===== src/rtl/dqp_pkg.sv =====
// ----------------------------------------------------------------------------
// dqp_pkg
// Types and constants shared by the DNS query packet parser and its checker.
// ----------------------------------------------------------------------------
package dqp_pkg;

  localparam int unsigned MAX_QUERY = 79;
  localparam int unsigned QDEPTH    = 3;

  localparam logic [15:0] MATCH_PORT_RST = 16'd53;
  localparam logic [15:0] ETYPE_VLAN     = 16'h8100;
  localparam logic [15:0] ETYPE_IPV4     = 16'h0800;
  localparam logic [7:0]  PROTO_UDP      = 8'd17;
  localparam logic [3:0]  IHL_MIN        = 4'd5;

  typedef enum logic [1:0] {
    KIND_QUERY = 2'd0,
    KIND_PASS  = 2'd1,
    KIND_DROP  = 2'd2
  } kind_e;

  typedef enum logic [5:0] {
    ST_ETH     = 6'b000001,
    ST_VLAN    = 6'b000010,
    ST_IP      = 6'b000100,
    ST_UDP     = 6'b001000,
    ST_DNS     = 6'b010000,
    ST_PAYLOAD = 6'b100000
  } stage_e;

  typedef struct packed {
    logic [7:0] frame_byte;
    logic       frame_last;
  } in_t;

  typedef struct packed {
    kind_e       kind;
    logic [7:0]  query_byte;
    logic [6:0]  query_len;
    logic [47:0] src_mac;
    logic [47:0] dst_mac;
    logic [15:0] vlan_tag;
    logic [15:0] inner_type;
    logic [15:0] ip_ident;
    logic [31:0] src_addr;
    logic [31:0] dst_addr;
    logic [15:0] src_udp_port;
    logic [15:0] dns_txn_id;
  } out_t;

endpackage


===== src/rtl/dns_query_packet_parser.sv =====
// ----------------------------------------------------------------------------
// dns_query_packet_parser
// Byte-stream parser for Ethernet / 802.1Q / IPv4 / UDP / DNS query frames.
// ----------------------------------------------------------------------------
// Input channel: one frame byte per word, frame_last on the final byte.
// Output channel: a query byte word for each captured DNS payload byte (up
// to MAX_QUERY per frame), then one end record per frame, pass or drop; a
// pass record carries the header fields and the captured length.
// Configuration: cfg_data_i sets the UDP destination port to match; the
// port is always ready. It is to be written only while the parser is idle;
// the block itself does not enforce this. The results of an accepted byte
// are registered into the result queue. The parser takes one byte per
// cycle while in_stall_o is low. Each byte is parsed in a single pass
// into the header registers and a three-word result queue; the queue
// occupancy sets in_stall_o, raised at two words. A receiver that takes
// every word stalls the input only after a captured payload byte that
// ends the frame: that byte yields two words, and the output moves one
// word per cycle. While the receiver stalls, the head word holds and the
// queue fills. Reset: match port returns to 53, the queue empties and
// parsing restarts at the Ethernet header.
// ----------------------------------------------------------------------------
module dns_query_packet_parser (
  input  logic           clk_i,
  input  logic           rst_ni,
  input  logic           in_valid_i,
  output logic           in_stall_o,
  input  dqp_pkg::in_t   in_data_i,
  output logic           out_valid_o,
  input  logic           out_stall_i,
  output dqp_pkg::out_t  out_data_o,
  input  logic           cfg_valid_i,
  output logic           cfg_ready_o,
  input  logic [15:0]    cfg_data_i
);
  import dqp_pkg::*;

  logic [15:0] match_port_q;
  stage_e      stage_q, stage_d;
  logic [5:0]  off_q, off_d;
  logic        drop_q, drop_d;
  logic        pass_q, pass_d;
  logic [3:0]  ihl_q, ihl_d;
  logic [6:0]  cnt_q, cnt_d;

  logic [47:0] dst_mac_q, dst_mac_d;
  logic [47:0] src_mac_q, src_mac_d;
  logic [15:0] vlan_q, vlan_d;
  logic [15:0] type_q, type_d;
  logic [15:0] ident_q, ident_d;
  logic [31:0] saddr_q, saddr_d;
  logic [31:0] daddr_q, daddr_d;
  logic [15:0] sport_q, sport_d;
  logic [15:0] dport_q, dport_d;
  logic [15:0] txn_q, txn_d;

  out_t        slot_q [QDEPTH];
  out_t        slot_d [QDEPTH];
  logic [1:0]  count_q, count_d;

  out_t        res0, res1;
  logic [1:0]  n_res;
  logic        accept, pop, emit;
  logic [7:0]  b;
  logic        last;

  assign b           = in_data_i.frame_byte;
  assign last        = in_data_i.frame_last;
  assign in_stall_o  = (count_q >= 2'(QDEPTH - 1));
  assign accept      = in_valid_i && !in_stall_o;
  assign out_valid_o = (count_q != 2'd0);
  assign out_data_o  = slot_q[0];
  assign pop         = out_valid_o && !out_stall_i;
  assign cfg_ready_o = 1'b1;

  // Parse one byte
  always_comb begin
    out_t rec;
    stage_d   = stage_q;
    off_d     = off_q;
    drop_d    = drop_q;
    pass_d    = pass_q;
    ihl_d     = ihl_q;
    cnt_d     = cnt_q;
    dst_mac_d = dst_mac_q;
    src_mac_d = src_mac_q;
    vlan_d    = vlan_q;
    type_d    = type_q;
    ident_d   = ident_q;
    saddr_d   = saddr_q;
    daddr_d   = daddr_q;
    sport_d   = sport_q;
    dport_d   = dport_q;
    txn_d     = txn_q;
    emit      = 1'b0;
    rec       = '0;
    res0      = '0;
    res1      = '0;
    n_res     = 2'd0;

    if (!drop_q) begin
      case (stage_q)
        ST_ETH: begin
          off_d = off_q + 6'd1;
          if (off_q < 6'd6) begin
            dst_mac_d = {dst_mac_q[39:0], b};
          end else if (off_q < 6'd12) begin
            src_mac_d = {src_mac_q[39:0], b};
          end else if (off_q == 6'd12) begin
            type_d = {type_q[7:0], b};
          end else begin
            type_d = {type_q[7:0], b};
            if ({type_q[7:0], b} == ETYPE_VLAN) begin
              type_d  = '0;
              stage_d = ST_VLAN;
              off_d   = '0;
            end else if ({type_q[7:0], b} == ETYPE_IPV4) begin
              stage_d = ST_IP;
              off_d   = '0;
            end else begin
              drop_d = 1'b1;
            end
          end
        end
        ST_VLAN: begin
          off_d = off_q + 6'd1;
          if (off_q < 6'd2) begin
            vlan_d = {vlan_q[7:0], b};
          end else begin
            type_d = {type_q[7:0], b};
          end
          if (off_q >= 6'd3) begin
            stage_d = ST_IP;
            off_d   = '0;
          end
        end
        ST_IP: begin
          off_d = off_q + 6'd1;
          if (off_q == 6'd0) begin
            if (b[3:0] < IHL_MIN) begin
              drop_d = 1'b1;
            end else begin
              ihl_d = b[3:0];
            end
          end else if (off_q == 6'd4 || off_q == 6'd5) begin
            ident_d = {ident_q[7:0], b};
          end else if (off_q == 6'd9) begin
            if (b != PROTO_UDP) begin
              drop_d = 1'b1;
            end
          end else if (off_q >= 6'd12 && off_q <= 6'd15) begin
            saddr_d = {saddr_q[23:0], b};
          end else if (off_q >= 6'd16 && off_q <= 6'd19) begin
            daddr_d = {daddr_q[23:0], b};
          end
          if (!drop_d && (({1'b0, off_q} + 7'd1) >= {1'b0, ihl_d, 2'b00})) begin
            stage_d = ST_UDP;
            off_d   = '0;
          end
        end
        ST_UDP: begin
          off_d = off_q + 6'd1;
          if (off_q < 6'd2) begin
            sport_d = {sport_q[7:0], b};
          end else if (off_q < 6'd4) begin
            dport_d = {dport_q[7:0], b};
            if (off_q == 6'd3 && {dport_q[7:0], b} != match_port_q) begin
              drop_d = 1'b1;
            end
          end
          if (off_q >= 6'd7) begin
            stage_d = ST_DNS;
            off_d   = '0;
          end
        end
        ST_DNS: begin
          off_d = off_q + 6'd1;
          if (off_q < 6'd2) begin
            txn_d = {txn_q[7:0], b};
          end else if (off_q == 6'd2 && b[7]) begin
            drop_d = 1'b1;
          end
          if (off_q >= 6'd11) begin
            stage_d = ST_PAYLOAD;
            off_d   = '0;
          end
        end
        ST_PAYLOAD: begin
          pass_d = 1'b1;
          if (cnt_q < 7'(MAX_QUERY)) begin
            emit  = 1'b1;
            cnt_d = cnt_q + 7'd1;
          end
        end
        default: begin
          drop_d = 1'b1;
        end
      endcase
    end

    if (emit) begin
      res0.kind       = KIND_QUERY;
      res0.query_byte = b;
      n_res           = 2'd1;
    end

    if (last) begin
      if (!drop_d && pass_d) begin
        rec.kind         = KIND_PASS;
        rec.query_len    = cnt_d;
        rec.src_mac      = src_mac_d;
        rec.dst_mac      = dst_mac_d;
        rec.vlan_tag     = vlan_d;
        rec.inner_type   = type_d;
        rec.ip_ident     = ident_d;
        rec.src_addr     = saddr_d;
        rec.dst_addr     = daddr_d;
        rec.src_udp_port = sport_d;
        rec.dns_txn_id   = txn_d;
      end else begin
        rec.kind = KIND_DROP;
      end
      if (emit) begin
        res1  = rec;
        n_res = 2'd2;
      end else begin
        res0  = rec;
        n_res = 2'd1;
      end
      // restart at the next frame
      stage_d = ST_ETH;
      off_d   = '0;
      drop_d  = 1'b0;
      pass_d  = 1'b0;
      ihl_d   = '0;
      cnt_d   = '0;
      vlan_d  = '0;
    end
  end

  // Result queue: slot 0 is the head shown on the output
  always_comb begin
    logic [1:0] cnt_pop;
    logic [1:0] n_push;
    n_push  = accept ? n_res : 2'd0;
    cnt_pop = count_q - {1'b0, pop};
    for (int i = 0; i < QDEPTH; i++) begin
      if (pop && i < QDEPTH - 1) begin
        slot_d[i] = slot_q[(i + 1) % QDEPTH];
      end else begin
        slot_d[i] = slot_q[i];
      end
      if (n_push != 2'd0 && {1'b0, cnt_pop} == 3'(i)) begin
        slot_d[i] = res0;
      end
      if (n_push == 2'd2 && ({1'b0, cnt_pop} + 3'd1) == 3'(i)) begin
        slot_d[i] = res1;
      end
    end
    count_d = cnt_pop + n_push;
  end

  always_ff @(posedge clk_i or negedge rst_ni) begin
    if (!rst_ni) begin
      match_port_q <= MATCH_PORT_RST;
      stage_q      <= ST_ETH;
      off_q        <= '0;
      drop_q       <= 1'b0;
      pass_q       <= 1'b0;
      ihl_q        <= '0;
      cnt_q        <= '0;
      vlan_q       <= '0;
      count_q      <= '0;
    end else begin
      if (cfg_valid_i && cfg_ready_o) begin
        match_port_q <= cfg_data_i;
      end
      if (accept) begin
        stage_q <= stage_d;
        off_q   <= off_d;
        drop_q  <= drop_d;
        pass_q  <= pass_d;
        ihl_q   <= ihl_d;
        cnt_q   <= cnt_d;
        vlan_q  <= vlan_d;
      end
      count_q <= count_d;
    end
  end

  // Header capture and queue payload: no reset needed
  always_ff @(posedge clk_i) begin
    if (accept) begin
      dst_mac_q <= dst_mac_d;
      src_mac_q <= src_mac_d;
      type_q    <= type_d;
      ident_q   <= ident_d;
      saddr_q   <= saddr_d;
      daddr_q   <= daddr_d;
      sport_q   <= sport_d;
      dport_q   <= dport_d;
      txn_q     <= txn_d;
    end
    for (int i = 0; i < QDEPTH; i++) begin
      slot_q[i] <= slot_d[i];
    end
  end

endmodule


===== config.mk =====
export PLATFORM = sky130hd
export DESIGN_NAME = dns_query_packet_parser
export DESIGN_NICKNAME = d
export VERILOG_FILES = /design/src/rtl/dqp_pkg.sv /design/src/rtl/dns_query_packet_parser.sv
export SDC_FILE = /design/constraint.sdc
export NUM_CORES = 2
export LEC_CHECK = 0
export BUFFER_PORTS_ARGS = -buffer_cell sky130_fd_sc_hd__buf_4
export CAP_MARGIN = 20
export CORE_MARGIN = 2
export CORE_UTILIZATION = 55
export DETAILED_ROUTE_END_ITERATION = 6
export GPL_TIMING_DRIVEN = 0
export PLACE_DENSITY = 0.8
export SLEW_MARGIN = 10
export SYNTH_ARGS = -nofsm -noshare
export SYNTH_HDL_FRONTEND = slang
export SYNTH_SLANG_ARGS = --single-unit

===== constraint.sdc =====
create_clock -name clk_i -period 10 [get_ports clk_i]
set_input_delay 1.5 -clock clk_i [delete_from_list [all_inputs] [get_ports clk_i]]
set_output_delay 1.5 -clock clk_i [all_outputs]
set_load 0.02 [all_outputs]

==> impl_metrics.py <==
metrics = {
    "setup_path": {
        "crit_path_cell_trace": "clkbuf_1 > nor2_1 > and4b_1 > nand2b_1 > inv_1 > clkbuf_1 > buf_1 > ha_1 > nand3b_1 > nor2_1 > nor2_1 > clkbuf_2 > clkbuf_1 > nand2_4 > buf_12 > buf_16",
        "arrival_ns": 6.58,
        "r2r_end": "slot_q[0][325]",
        "worstSetupPathType": "reg2reg",
        "required_ns": 10.31,
        "reg2reg_slack_ns": 3.73,
        "slowest_delay_ns": 0.60,
        "cpMaxStageDelayCell": "nor2_1",
        "cp_max_fo": 56,
        "cp-end-kind": "flop",
        "start_kind": "flop",
        "rr_startpoint": "stage_q[1]",
        "rr_worst_depth": 16,
    },
    "clock_tree": {
        "root_buffer": "clkbuf_16",
        "cts_max_path_buffers": 3,
        "htreeDepth": 3,
        "clkSinkCount": 1062,
        "numCtsBuffers": 104,
        "clk_latency_ns": 0.67,
        "holdBufCountCts": 0,
        "clkSlewWorstSetupHoldPaths_ns": 0.06,
        "cts_tree": "yes",
        "post_cts_buffers": 0,
        "cts_resized": 0,
    },
    "logic_synthesis": {
        "postSynthRegisterBits": 1062,
        "ys_warn_count": 0,
        "async_reset_ff_frac": 0.0556,
        "synth_top_family_by_area": "buffers and inverters",
        "synth_area_leaders": "edfxtp_1 (64%), mux2i_1 (5.1%), nand2_1 (4.8%), buf_4 (4.4%), o21ai_1 (3.9%)",
        "synthCells": 3650,
        "yosys.area_share.adder": 0.00354,
        "synth_edf_count": 979,
        "synth.cells.most_frequent": "edfxtp_1 (979), nand2_1 (578), o21ai_1 (355), nor2_1 (272), buf_4 (265)",
        "yosysTopAreaCellShare": 0.645,
        "synth_compound_gate_area_share": 0.0792,
        "yosys.area_share.xor_xnor": 0.00461,
        "syn-mean-instance-area_um2": 12.5,
        "syn-num-nets": 3692,
        "muxShareOfSynthArea": 0.0558,
        "ys_types": 69,
        "yosys.area_share.simple": 0.0843,
        "synth.most_common_cell": "edfxtp_1",
        "synth_ff_type": "edfxtp_1",
        "synth_area_mm2": 0.0456,
        "synth_top_area_cell": "edfxtp_1",
        "synth-seq-area-share": 0.688,
    },
    "pwr": {
        "p_leak_uw": 0.0221,
        "peakVddDrop_mv": 0.191,
        "cellPowerDensity_mw_per_mm2": 287,
        "power.total_uw": 15200,
    },
    "floorplanning": {
        "die_area_mm2": 0.0852,
        "die_x_um": 292,
        "rows": 105,
        "die_h_um": 292,
        "core_mm2": 0.0821,
        "initial_core_util": 0.555,
        "ioPinCount": 290,
    },
    "routing": {
        "drt-vias-per-instance": 5.59,
        "via_count": 29200,
        "ant_nets": 0,
        "drc": 0,
        "drt_iter0_markers": 2993,
        "dr.pass1.iters": 6,
        "wl_um": 108000,
        "avgRoutedWirePerCell_um": 20.7,
    },
    "sta": {
        "drv_slew": 0,
        "setup_ws_ns": 3.73,
        "setup_viol": 0,
        "hold_viol_final": 0,
        "rsz0062_at_grt": "false",
        "layout_min_cycle_time_ns": 6.27,
        "setup_tns_ns": 0,
        "max_freq_ghz": 0.160,
        "fin_crit_sh": 0.627,
        "worstMarginPinSlew_ns": 0.995,
        "finalClockSkew_ns": 0.0258,
        "slew_headroom": 0.336,
    },
    "global_route": {
        "antenna_found_initial": 1,
        "grt_pass1_vias": 28400,
        "grt_usage": 0.249,
        "grt_first_pass_wirelength_um": 163000,
        "grt_max_degree": 107,
        "grt_overflow": 0,
    },
    "finish": {
        "fin_util": 0.647,
        "ff_latch_area_mm2": 0.0314,
        "area_growth_pct": 16.4,
        "fin_nets": 4107,
        "nFillCells": 5894,
        "multi_input_area_mm2": 0.0104,
        "final_layout_size_suffix_gt1_frac": 0.208,
    },
    "worst_hold_path": {
        "hold_start": "slot_q[0][507]",
        "min_path_type": "reg2reg",
        "min_path_cells": 2,
        "hold_path_end": "slot_q[0][250]",
    },
    "run_status": {
        "outcome": "completed",
    },
    "place": {
        "post-place-ws_ns": 3.27,
        "gp_congestion": 0.880,
        "port_buffers": 287,
        "dp_hpwl_um": 72800,
    },
    "flow_run": {
        "drv_cap": 0,
    },
}
==> cell families (layout without fill, tap and decap cells) <==
family,after synthesis,after routing
AOI/OAI and AO/OA,652,652
xor gates and xnor gates,24,24
adders and majority gates,13,13
buffers and inverters,701,1204
DFF,1062,1062
muxes,252,252
other,1,2
and+or+nand+nor,945,945
==> critical path: cells and delay by family, from the launching register on <==
kind / cells / cell delay [ns]
simple gates: 7 / 2.50
flops: 1 / 0.35
buf+inv: 8 / 2.58
fa+ha+maj: 1 / 0.34
==> worst max-delay path by stage <==
stage	start	endpoint	slack [ns]	cells after the start
after floorplan	out_stall_i	slot_q[0][257]	0.23	10
after global placement	out_stall_i	slot_q[0][424]	-4.81	11
after detailed placement	out_stall_i	slot_q[0][343]	3.27	14
after CTS	stage_q[3]	slot_q[0][349]	3.77	16
after global routing	stage_q[1]	slot_q[0][349]	3.37	16
final	stage_q[1]	slot_q[0][325]	3.73	16
==> stage by stage <==
step / hold slack (ns) / instances / area (µm²)
after global routing: 0.468 / 5224 / 53100
after global placement: 0.448 / 5007 / 49100
after floorplan: 0.441 / 3650 / 45600
final: 0.461 / 5224 / 53100
after CTS: 0.456 / 5223 / 53100
after detailed placement: 0.457 / 5029 / 49600
==> cells in the final DEF (no fill, tap or decap), types with 9 or more instances in the layout <==
cell type  netlist  final
dfrtp_1         54     54
xor2_1          22     22
o21ai_2         20     20
nand3_1         11     11
nor2_1         272    272
clkbuf_1       123    137
a211oi_1         9      9
ha_1            12     12
bufinv_16        0     11
a31oi_1         13     13
clkbuf_16        0    108
nor3_1          16     16
o21ai_0        157    157
inv_1          237    236
buf_16           0      9
buf_4          265    552
nand2b_1        10     10
a32o_1          15     15
clkinv_1         1     19
a21oi_1         28     28
edfxtp_1       979    979
o21ai_1        355    355
buf_6           25     28
dfxtp_1         24     24
nand2_1        578    576
clkinv_2         0     20
buf_1           11     11
mux2i_1        234    234
buf_2           39     39
a22oi_1         21     21
mux2_2          18     18
==> per-layer routing <==
metal | up-vias | GRT usage | wire (µm)
met5 | - | 0 | 0
met4 | 0 | 0.106 | 4350
met3 | 211 | 0.0313 | 7990
met2 | 1328 | 0.408 | 52100
met1 | 14300 | 0.339 | 43900
li1 | 13400 | - | -
==> final cells by class <==
| cell class | count | share of cell area |
|---|---|---|
| Antenna cell | 1 | 0.0000471 |
| Buffer | 463 | 0.0562 |
| Clock buffer | 132 | 0.0539 |
| Clock inverter | 62 | 0.0121 |
| Inverter | 238 | 0.0170 |
| Multi-Input combinational cell | 1887 | 0.196 |
| Sequential cell | 1062 | 0.591 |
| Tap cell | 1070 | 0.0252 |
| Timing Repair Buffer | 309 | 0.0491 |
==> state kept, by name, indices dropped and copies added (netlist names), 32 cells and up <==
signal / cells
slot_q: 771
dst_mac_q: 48
src_mac_q: 48
daddr_q: 32
saddr_q: 32
==> where the power goes <==
group          internal, µW  switching [µW]
registers              6460             460
logic                  1690            2640
clock network          2320            1670
No activity file was read; power rests on OpenSTA's default activity.
